File: config.mk
export PLATFORM = sky130hd
export DESIGN_NAME = sorted_timer_queue
export DESIGN_NICKNAME = d
export VERILOG_FILES = /design/src/hw/rtl/stq_pkg.sv /design/src/hw/rtl/stq_alu.sv /design/src/hw/rtl/sorted_timer_queue.sv
export SDC_FILE = /design/constraint.sdc
export NUM_CORES = 2
export LEC_CHECK = 0
export ABC_CLOCK_PERIOD_IN_PS = 11500
export BUFFER_PORTS_ARGS = -buffer_cell sky130_fd_sc_hd__buf_2
export CORE_UTILIZATION = 55
export CTS_BUF_LIST = sky130_fd_sc_hd__clkbuf_8
export CTS_CLUSTER_DIAMETER = 100
export DETAILED_ROUTE_END_ITERATION = 8
export GPL_TIMING_DRIVEN = 0
export PLACE_DENSITY_LB_ADDON = 0.3
export SYNTH_ARGS = -nofsm -noshare
export SYNTH_HDL_FRONTEND = slang
export SYNTH_SLANG_ARGS = --single-unit
File: constraint.sdc
create_clock -name clock -period 11.5 [get_ports clock]
set_input_delay 2.875 -clock clock [delete_from_list [all_inputs] [get_ports clock]]
set_output_delay 2.875 -clock clock [all_outputs]
set_load 0.02 [all_outputs]
File: src/hw/rtl/stq_pkg.sv
package stq_pkg;

   typedef enum logic [1:0] {
      MODE_TICK   = 2'd0,
      MODE_SETUP  = 2'd1,
      MODE_DELETE = 2'd2,
      MODE_QUERY  = 2'd3
   } mode_type;

   typedef enum logic {
      KIND_EXPIRY = 1'b0,
      KIND_QUERY  = 1'b1
   } kind_type;

   typedef enum logic [1:0] {
      MEM_NONE = 2'd0,
      MEM_MAIN = 2'd1,
      MEM_ROLL = 2'd2
   } mem_type;

   typedef enum logic [3:0] {
      ST_IDLE,
      ST_REM_START,
      ST_REM_SCAN,
      ST_WRITE,
      ST_ENQ_START,
      ST_ENQ_SCAN,
      ST_HEAD_SCAN,
      ST_FIRE,
      ST_FLUSH,
      ST_QUERY
   } state_type;

   typedef struct packed {
      mode_type    mode;
      logic [3:0]  slot;
      logic [31:0] now_ticks;
      logic [31:0] delay;
      logic [31:0] reload;
      logic        notify;
   } req_type;

   typedef struct packed {
      kind_type    kind;
      logic [3:0]  fired_slot;
      logic [31:0] fire_time;
      logic [15:0] count;
      logic        queued;
      logic        last;
   } rsp_type;

endpackage

File: src/hw/rtl/stq_alu.sv
module stq_alu #(
   parameter int TW = 32
) (
   input  logic [TW-1:0] op_a,
   input  logic [TW-1:0] op_b,
   output logic [TW-1:0] sum,
   output logic          lt
);

   assign sum = TW'(op_a + op_b);
   assign lt  = op_a < op_b;

endmodule

File: src/hw/rtl/sorted_timer_queue.sv
// Channel   Direction  Handshake              Payload
// req       in         req_valid / req_stall  stq_pkg::req_type (one command)
// rsp       out        rsp_valid / rsp_stall  stq_pkg::rsp_type (event or answer)
//
// Commands are taken one at a time; the block stalls req until the current one is done.
// Each pass over the slots visits them in turn through one shared adder and comparator.
// A delete unlinks a queued slot in a scan that closes its rank gap; a setup then writes and relinks it.
// A tick rescans each queue after its last move or fire; each timer moved or fired is unlinked,
// then linked again if moved or reloaded, and a final flush step sends any held event.
// Reset empties both queues at once; rsp_stall holds the sequencer only when a result waits and another must go out.
module sorted_timer_queue #(
   parameter int SLOTS     = 16,
   parameter int TICK_BITS = 32
) (
   input  logic             clock,
   input  logic             reset,
   input  logic             req_valid,
   output logic             req_stall,
   input  stq_pkg::req_type req_data,
   output logic             rsp_valid,
   input  logic             rsp_stall,
   output stq_pkg::rsp_type rsp_data
);

   localparam int SW = (SLOTS > 1) ? $clog2(SLOTS) : 1;
   localparam int TW = TICK_BITS;

   logic [TW-1:0]     exp_ff  [SLOTS];
   logic [TW-1:0]     rel_ff  [SLOTS];
   logic [15:0]       cnt_ff  [SLOTS];
   logic              ntf_ff  [SLOTS];
   stq_pkg::mem_type  mem_ff  [SLOTS];
   logic [SW-1:0]     rank_ff [SLOTS];

   stq_pkg::state_type state_ff, state_in, after_rem;
   stq_pkg::mode_type  mode_ff, mode_in;
   stq_pkg::mem_type   phase_ff, phase_in, tgt_m_ff, tgt_m_in, mem_wval;
   logic [SW-1:0]      tgt_ff, tgt_in, idx_ff, idx_in, tgt_rank_ff, tgt_rank_in;
   logic [SW-1:0]      r_ff, r_in, rank_scan_val, rd_idx;
   logic [3:0]         slot_raw_ff, slot_raw_in;
   logic               slot_ok_ff, slot_ok_in;
   logic [TW-1:0]      now_ff, now_in, delay_ff, delay_in, rel_new_ff, rel_new_in;
   logic [TW-1:0]      tgt_exp_ff, tgt_exp_in;
   logic               ntf_new_ff, ntf_new_in;
   logic               pend_valid_ff, pend_valid_in, rsp_valid_ff, rsp_valid_in;
   stq_pkg::rsp_type   pend_ff, pend_in, rsp_ff, rsp_in;

   logic               mem_we, rank_scan_we, rank_tgt_we, exp_we, cfg_we, cnt_inc, out_load;
   logic [TW-1:0]      exp_rd, rel_rd, alu_a, alu_b, alu_sum;
   logic [15:0]        cnt_rd;
   logic               ntf_rd, alu_lt, idx_last, head_hit, out_free, fire_block, accept;
   stq_pkg::mem_type   mem_rd;
   logic [SW-1:0]      rank_rd;

   stq_alu #(.TW(TW)) u_alu (
      .op_a (alu_a),
      .op_b (alu_b),
      .sum  (alu_sum),
      .lt   (alu_lt)
   );

   assign req_stall = state_ff != stq_pkg::ST_IDLE;
   assign accept    = req_valid && !req_stall;
   assign rsp_valid = rsp_valid_ff;
   assign rsp_data  = rsp_ff;
   assign out_free  = !rsp_valid_ff || !rsp_stall;

   always_comb begin
      case (state_ff)
         stq_pkg::ST_REM_SCAN, stq_pkg::ST_ENQ_SCAN, stq_pkg::ST_HEAD_SCAN: rd_idx = idx_ff;
         default: rd_idx = tgt_ff;
      endcase
   end

   assign exp_rd   = exp_ff[rd_idx];
   assign rel_rd   = rel_ff[rd_idx];
   assign cnt_rd   = cnt_ff[rd_idx];
   assign ntf_rd   = ntf_ff[rd_idx];
   assign mem_rd   = mem_ff[rd_idx];
   assign rank_rd  = rank_ff[rd_idx];
   assign idx_last = idx_ff == SW'(SLOTS - 1);
   assign head_hit = (mem_rd == phase_ff) && (rank_rd == '0);
   assign fire_block = ntf_rd && pend_valid_ff && !out_free;

   always_comb begin
      case (state_ff)
         stq_pkg::ST_WRITE: begin
            alu_a = now_ff;
            alu_b = delay_ff;
         end
         stq_pkg::ST_FIRE: begin
            alu_a = now_ff;
            alu_b = rel_rd;
         end
         stq_pkg::ST_ENQ_SCAN: begin
            alu_a = tgt_exp_ff;
            alu_b = exp_rd;
         end
         stq_pkg::ST_HEAD_SCAN: begin
            if (phase_ff == stq_pkg::MEM_ROLL) begin
               alu_a = exp_rd;
               alu_b = now_ff;
            end else begin
               alu_a = now_ff;
               alu_b = exp_rd;
            end
         end
         default: begin
            alu_a = exp_rd;
            alu_b = now_ff;
         end
      endcase
   end

   always_comb begin
      case (mode_ff)
         stq_pkg::MODE_SETUP:  after_rem = stq_pkg::ST_WRITE;
         stq_pkg::MODE_TICK:   after_rem = (phase_ff == stq_pkg::MEM_ROLL) ?
                                           stq_pkg::ST_ENQ_START : stq_pkg::ST_FIRE;
         default:              after_rem = stq_pkg::ST_IDLE;
      endcase
   end

   // Next state.
   always_comb begin
      state_in = state_ff;
      case (state_ff)
         stq_pkg::ST_IDLE: begin
            if (req_valid) begin
               case (req_data.mode)
                  stq_pkg::MODE_TICK:  state_in = stq_pkg::ST_HEAD_SCAN;
                  stq_pkg::MODE_QUERY: state_in = stq_pkg::ST_QUERY;
                  default:             state_in = slot_ok_in ? stq_pkg::ST_REM_START :
                                                               stq_pkg::ST_IDLE;
               endcase
            end
         end
         stq_pkg::ST_REM_START: begin
            state_in = (mem_rd == stq_pkg::MEM_NONE) ? after_rem : stq_pkg::ST_REM_SCAN;
         end
         stq_pkg::ST_REM_SCAN: begin
            if (idx_last) state_in = after_rem;
         end
         stq_pkg::ST_WRITE: state_in = stq_pkg::ST_ENQ_START;
         stq_pkg::ST_ENQ_START: state_in = stq_pkg::ST_ENQ_SCAN;
         stq_pkg::ST_ENQ_SCAN: begin
            if (idx_last) begin
               state_in = (mode_ff == stq_pkg::MODE_SETUP) ? stq_pkg::ST_IDLE :
                                                             stq_pkg::ST_HEAD_SCAN;
            end
         end
         stq_pkg::ST_HEAD_SCAN: begin
            if (head_hit && !alu_lt) begin
               state_in = stq_pkg::ST_REM_START;
            end else if (head_hit || idx_last) begin
               state_in = (phase_ff == stq_pkg::MEM_ROLL) ? stq_pkg::ST_HEAD_SCAN :
                                                            stq_pkg::ST_FLUSH;
            end
         end
         stq_pkg::ST_FIRE: begin
            if (!fire_block) begin
               state_in = (rel_rd != '0) ? stq_pkg::ST_ENQ_START : stq_pkg::ST_HEAD_SCAN;
            end
         end
         stq_pkg::ST_FLUSH: begin
            if (!pend_valid_ff || out_free) state_in = stq_pkg::ST_IDLE;
         end
         stq_pkg::ST_QUERY: begin
            if (out_free) state_in = stq_pkg::ST_IDLE;
         end
         default: state_in = stq_pkg::ST_IDLE;
      endcase
   end

   // Datapath and store updates.
   always_comb begin
      mode_in       = mode_ff;
      phase_in      = phase_ff;
      tgt_in        = tgt_ff;
      tgt_m_in      = tgt_m_ff;
      tgt_rank_in   = tgt_rank_ff;
      tgt_exp_in    = tgt_exp_ff;
      r_in          = r_ff;
      slot_raw_in   = slot_raw_ff;
      slot_ok_in    = ({3'd0, req_data.slot} < 7'(SLOTS));
      now_in        = now_ff;
      delay_in      = delay_ff;
      rel_new_in    = rel_new_ff;
      ntf_new_in    = ntf_new_ff;
      pend_in       = pend_ff;
      pend_valid_in = pend_valid_ff;
      rsp_in        = rsp_ff;
      out_load      = 1'b0;
      idx_in        = '0;
      mem_we        = 1'b0;
      mem_wval      = stq_pkg::MEM_NONE;
      rank_scan_we  = 1'b0;
      rank_scan_val = rank_rd;
      rank_tgt_we   = 1'b0;
      exp_we        = 1'b0;
      cfg_we        = 1'b0;
      cnt_inc       = 1'b0;
      case (state_ff)
         stq_pkg::ST_IDLE: begin
            if (accept) begin
               mode_in     = req_data.mode;
               phase_in    = stq_pkg::MEM_ROLL;
               tgt_in      = SW'(req_data.slot);
               slot_raw_in = req_data.slot;
               now_in      = TW'(req_data.now_ticks);
               delay_in    = TW'(req_data.delay);
               rel_new_in  = TW'(req_data.reload);
               ntf_new_in  = req_data.notify;
            end
         end
         stq_pkg::ST_REM_START: begin
            tgt_m_in    = mem_rd;
            tgt_rank_in = rank_rd;
         end
         stq_pkg::ST_REM_SCAN: begin
            idx_in = idx_last ? '0 : SW'(idx_ff + 1'b1);
            if (mem_rd == tgt_m_ff && rank_rd > tgt_rank_ff) begin
               rank_scan_we  = 1'b1;
               rank_scan_val = SW'(rank_rd - 1'b1);
            end
            if (idx_last) begin
               mem_we   = 1'b1;
               mem_wval = stq_pkg::MEM_NONE;
            end
         end
         stq_pkg::ST_WRITE: begin
            exp_we = 1'b1;
            cfg_we = 1'b1;
         end
         stq_pkg::ST_ENQ_START: begin
            tgt_exp_in = exp_rd;
            tgt_m_in   = alu_lt ? stq_pkg::MEM_ROLL : stq_pkg::MEM_MAIN;
            r_in       = '0;
         end
         stq_pkg::ST_ENQ_SCAN: begin
            idx_in = idx_last ? '0 : SW'(idx_ff + 1'b1);
            if (idx_ff != tgt_ff && mem_rd == tgt_m_ff) begin
               if (!alu_lt) begin
                  r_in = SW'(r_ff + 1'b1);
               end else begin
                  rank_scan_we  = 1'b1;
                  rank_scan_val = SW'(rank_rd + 1'b1);
               end
            end
            if (idx_last) begin
               rank_tgt_we = 1'b1;
               mem_we      = 1'b1;
               mem_wval    = tgt_m_ff;
            end
         end
         stq_pkg::ST_HEAD_SCAN: begin
            idx_in = (idx_last || head_hit) ? '0 : SW'(idx_ff + 1'b1);
            if (head_hit && !alu_lt) begin
               tgt_in = idx_ff;
            end else if (head_hit || idx_last) begin
               phase_in = stq_pkg::MEM_MAIN;
            end
         end
         stq_pkg::ST_FIRE: begin
            if (!fire_block) begin
               cnt_inc = 1'b1;
               if (ntf_rd) begin
                  if (pend_valid_ff) begin
                     out_load = 1'b1;
                     rsp_in   = pend_ff;
                  end
                  pend_valid_in      = 1'b1;
                  pend_in.kind       = stq_pkg::KIND_EXPIRY;
                  pend_in.fired_slot = 4'(tgt_ff);
                  pend_in.fire_time  = 32'(now_ff);
                  pend_in.count      = cnt_rd + 16'd1;
                  pend_in.queued     = 1'b0;
                  pend_in.last       = 1'b0;
               end
               exp_we = rel_rd != '0;
            end
         end
         stq_pkg::ST_FLUSH: begin
            if (pend_valid_ff && out_free) begin
               out_load      = 1'b1;
               rsp_in        = pend_ff;
               rsp_in.last   = 1'b1;
               pend_valid_in = 1'b0;
            end
         end
         stq_pkg::ST_QUERY: begin
            if (out_free) begin
               out_load          = 1'b1;
               rsp_in.kind       = stq_pkg::KIND_QUERY;
               rsp_in.fired_slot = slot_raw_ff;
               rsp_in.fire_time  = '0;
               rsp_in.count      = '0;
               rsp_in.queued     = slot_ok_ff && (mem_rd != stq_pkg::MEM_NONE);
               rsp_in.last       = 1'b1;
            end
         end
         default: begin
         end
      endcase
      rsp_valid_in = out_load || (rsp_valid_ff && rsp_stall);
   end

   always_ff @(posedge clock) begin
      if (reset) begin
         state_ff      <= stq_pkg::ST_IDLE;
         mode_ff       <= stq_pkg::MODE_TICK;
         phase_ff      <= stq_pkg::MEM_ROLL;
         idx_ff        <= '0;
         pend_valid_ff <= 1'b0;
         rsp_valid_ff  <= 1'b0;
      end else begin
         state_ff      <= state_in;
         mode_ff       <= mode_in;
         phase_ff      <= phase_in;
         idx_ff        <= idx_in;
         pend_valid_ff <= pend_valid_in;
         rsp_valid_ff  <= rsp_valid_in;
      end
   end

   always_ff @(posedge clock) begin
      tgt_ff      <= tgt_in;
      tgt_m_ff    <= tgt_m_in;
      tgt_rank_ff <= tgt_rank_in;
      tgt_exp_ff  <= tgt_exp_in;
      r_ff        <= r_in;
      slot_raw_ff <= slot_raw_in;
      if (accept) slot_ok_ff <= slot_ok_in;
      now_ff      <= now_in;
      delay_ff    <= delay_in;
      rel_new_ff  <= rel_new_in;
      ntf_new_ff  <= ntf_new_in;
      pend_ff     <= pend_in;
      rsp_ff      <= rsp_in;
   end

   always_ff @(posedge clock) begin
      if (reset) begin
         for (int i = 0; i < SLOTS; i++) mem_ff[i] <= stq_pkg::MEM_NONE;
      end else if (mem_we) begin
         mem_ff[tgt_ff] <= mem_wval;
      end
   end

   always_ff @(posedge clock) begin
      if (rank_scan_we) rank_ff[idx_ff] <= rank_scan_val;
      if (rank_tgt_we) rank_ff[tgt_ff] <= r_in;
      if (exp_we) exp_ff[tgt_ff] <= alu_sum;
      if (cfg_we) begin
         rel_ff[tgt_ff] <= rel_new_ff;
         ntf_ff[tgt_ff] <= ntf_new_ff;
         cnt_ff[tgt_ff] <= '0;
      end else if (cnt_inc) begin
         cnt_ff[tgt_ff] <= cnt_rd + 16'd1;
      end
   end

endmodule

==> summary.md <==
| Metric | Value |
|---|---|
| Setup TNS Final | `0 ps` |
| Area Overhead vs Synth | `13.3%` |
| Final hold violations | `0` |
| DR WL/cell | `between 30 and 40 um` |
| DP Worst Slack | `1670 ps` |
| Crit. End Element | `flip-flop` |
| Final Max Tran Viols | `14` |
| Syn Inst Count | `between 4,000 and 5,000` |
| Worst slew pin tran | `approximately 1600 ps` |
| FF+latch count, synth | `~1,700` |
| CP startpoint kind | `flip-flop` |
| Hold buffers post-CTS | `0` |
| # rows | `130` |
| Outcome | `finished with violations` |
| Commonest non-fill, non-tap cell in the layout | `edfxtp_1` |
| Pwr/cell area | `328 nW/um^2` |
| Slowest CP cell | `a31oi_1` |
| Setup CP Type | `flip-flop to flip-flop` |
| CTS tree | `yes` |
| Synth Area per Inst | `about 17 um^2` |
| Post-DP HPWL | `~150,000 um` |
| Syn Std Cell Area | `about 70,000 um^2` |
| Port bufs | `between 150 and 200` |
| Clock sink count | `1,660` |
| Remaining DRCs | `0` |
| Pre-antenna DRT Iters | `9` |
| Fin crit period | `around 10,000 ps` |
| Die X | `358 um` |
| CP Cell Sequence | `clkbuf_1 -> nor3_2 -> nor2_2 -> buf_2 -> buf_2 -> buf_2 -> clkbuf_1 -> clkbuf_1 -> nand2_1 -> a31oi_1 -> mux2i_1 -> o21ai_0 -> ha_1 -> a21o_1 -> a2111oi_0 -> a211o_1 -> a31oi_1 -> nor3_1 -> a211oi_1 -> a21o_1 -> a21oi_1 -> o21ai_0 -> xnor2_1` |
| Clk Latency, worst-skew pair | `around 1000 ps` |
| WP data required | `12,100 ps` |
| Drt total wl | `between 200,000 and 250,000 um` |
| Post-synth EDFFs | `approximately 1,600` |
| CTS Buf Count | `281` |
| Max_cap viols | `3` |
| Part of the cycle the worst path needs | `89.0%` |
| First-pass GRT wire length | `between 200,000 and 300,000 um` |
| Fmax | `0.0977 GHz` |
| Vias post-DR | `43,058` |
| Initial Util | `roughly 55%` |
| Post-route core utilization | `between 60% and 70%` |
| Core box area | `126,000 um^2` |
| Vias/cell | `6.65` |
| Unrepaired setup endpoints after global routing | `false` |
| Share of layout cells above drive strength 1 | `between 20 and 25%` |
| Bufs and invs on worst path | `6` |
| Netlist cell types | `102` |
| Max Root-Sink Buffers | `4` |
| Total GRT Usage | `between 30% and 40%` |
| Critical path's largest stage delay | `roughly 950 ps` |
| Die height | `358 um` |
| Die ar. | `128,000 um^2` |
| Max_slew headroom | `-7.52%` |
| H-tree depth | `5` |
| Async S/R FF share, synth | `0%` |
| Min Hold Slack | `466 ps` |
| IO Count | `between 150 and 200` |
| Worst EP arrival | `~11,000 ps` |
| Static Leak | `roughly 28 nW` |
| Setup repair bufs after CTS | `0` |
| Violated checks | `max-capacitance violations, max-slew violations` |
| # resized after CTS | `0` |
| Final layout net count | `4,828` |
| Synthesized Nets | `approximately 4,300` |
| Setup violators final | `0` |
| Number of global-route vias before repair | `about 42,000` |
| Total grt overflow | `0` |
| Yosys synthesis warning count | `0` |
| Final worst setup slack | `~1300 ps` |
| Worst Hold Class | `flip-flop to flip-flop` |
| Iteration-0 DRC Markers | `6,620` |
| Clock transition at path regs | `60 ps` |
| Global placer's final weighted congestion | `roughly 1.0` |
| Largest net degree at the start of global routing | `46` |
| Most frequent cells in the layout | `1,642 x edfxtp_1, 390 x nand2_1, 290 x clkbuf_8, 269 x mux2i_1, 236 x mux4_2` |
| Reg2Reg Setup Slack | `about 1300 ps` |
| ANT nets after route | `0` |
| Top FF cell, synth | `edfxtp_1` |
| Initial antenna violation count | `15` |
| Largest fanout on the critical path | `16` |
| Worst IR drop on VDD | `between 300 and 400 uV` |
| Worst path top cell family by delay | `compound AO/OA/AOI/OAI gates` |
| Final Skew | `a little over 90 ps` |
| Clk root buf | `clkbuf_8` |
| Register area share after synthesis | `a little over 70%` |
==> per-layer routing <==
| layer | up-vias | wire, um | global-route usage [%] |
|---|---|---|---|
| li1 | 17448 | - | - |
| met2 | 3206 | 97300 | 51.2 |
| met1 | 21632 | 77500 | 43.6 |
| met5 | - | 87 | 0 |
| met4 | 12 | 14100 | 19.0 |
| met3 | 760 | 26000 | 9.40 |
==> state kept, by name, summed over array words and instances, names as in the netlist, 16 cells and up <==
name,cells
pend_ff,52
rank_ff,64
cnt_ff,256
exp_ff,512
rsp_data,55
ntf_ff,16
now_ff,32
rel_new_ff,32
rel_ff,512
tgt_exp_ff,32
mem_ff,32
delay_ff,32
==> cell type report <==
type	count	area, um^2
Sequential cell	1660	49700
Fill cell	8921	46800
Multi-Input combinational cell	2174	18800
Clock buffer	290	3990
Tap cell	1650	2060
Timing Repair Buffer	220	1930
Buffer	236	1360
Clock inverter	167	908
Inverter	71	267
Antenna cell	10	25.0
==> Yosys cell counts (23+ instances only) <==
| cell type | n | area share, % |
|---|---|---|
| clkbuf_1 | 100 | 0.54 |
| a21oi_1 | 71 | 0.51 |
| a32oi_1 | 25 | 0.31 |
| mux4_2 | 236 | 7.6 |
| nor3_1 | 23 | 0.17 |
| buf_4 | 39 | 0.42 |
| o21bai_1 | 28 | 0.30 |
| o21ai_0 | 116 | 0.83 |
| inv_1 | 71 | 0.38 |
| and3_1 | 85 | 0.76 |
| edfxtp_1 | 1642 | 71 |
| nand2_1 | 390 | 2.1 |
| a22oi_1 | 42 | 0.45 |
| ha_1 | 76 | 1.4 |
| nand3_1 | 65 | 0.47 |
| a222oi_1 | 40 | 0.57 |
| a31oi_1 | 46 | 0.41 |
| buf_2 | 62 | 0.45 |
| nand4_1 | 24 | 0.22 |
| nor2_1 | 186 | 1.0 |
| mux2i_1 | 269 | 3.9 |
| a211oi_1 | 28 | 0.30 |
| nor2b_1 | 79 | 0.71 |
| xnor2_1 | 29 | 0.36 |
==> power breakdown <==
| group | internal (W) | switching [W] | total, W | leakage (nW) |
|---|---|---|---|---|
| Combinational | 0.00334 | 0.00818 | 0.0115 | 9.48 |
| Sequential | 0.00929 | 0.000294 | 0.00958 | 15.4 |
| Clock | 0.00252 | 0.00231 | 0.00483 | 2.83 |
==> worst register-to-register path, delay by kind of cell (launching register included) <==
family          cells  cell delay (ps)
fa+ha+maj           1              400
mux                 1              170
compound gates     10             3550
buf+inv             6             3160
simple gates        4             1270
flops               1              400
xor+xnor            1              940
==> worst paths after layout <==
kind | from | to | depth (start not counted)
setup / recovery | tgt_ff[3]$_DFFE_PP_ | exp_ff[1][30]$_DFFE_PP_ | 23
hold / removal | tgt_ff[0]$_DFFE_PP_ | pend_ff[50]$_DFFE_PP_ | 0
setup reg to reg | tgt_ff[3]$_DFFE_PP_ | exp_ff[1][30]$_DFFE_PP_ | 23
hold reg to reg | tgt_ff[0]$_DFFE_PP_ | pend_ff[50]$_DFFE_PP_ | 0
==> cell families (layout without fill, tap and decap cells) <==
logic type	after synthesis	after routing	share of synthesized area, %
flip-flops	1660	1660	71.3
AND/OR/NAND/NOR	971	971	6.87
AO/OA/AOI/OAI	560	560	5.78
multiplexers	515	515	11.7
buffers and inverters	307	984	2.32
adder cells (fa/ha/maj)	77	77	1.39
XOR/XNOR	51	51	0.716
other	0	10	0
==> metrics by stage <==
stage          cells  power [W]  area [um^2]
4_1_cts         6463     0.0255        78800
6_report        6478     0.0259        79000
5_1_grt         6474     0.0266        79000
3_3_place_gp    5953     0.0202        72600
3_5_place_dp    6006     0.0208        73900
2_1_floorplan   4141     0.0159        69700
Power figures use the tool's default switching activity.
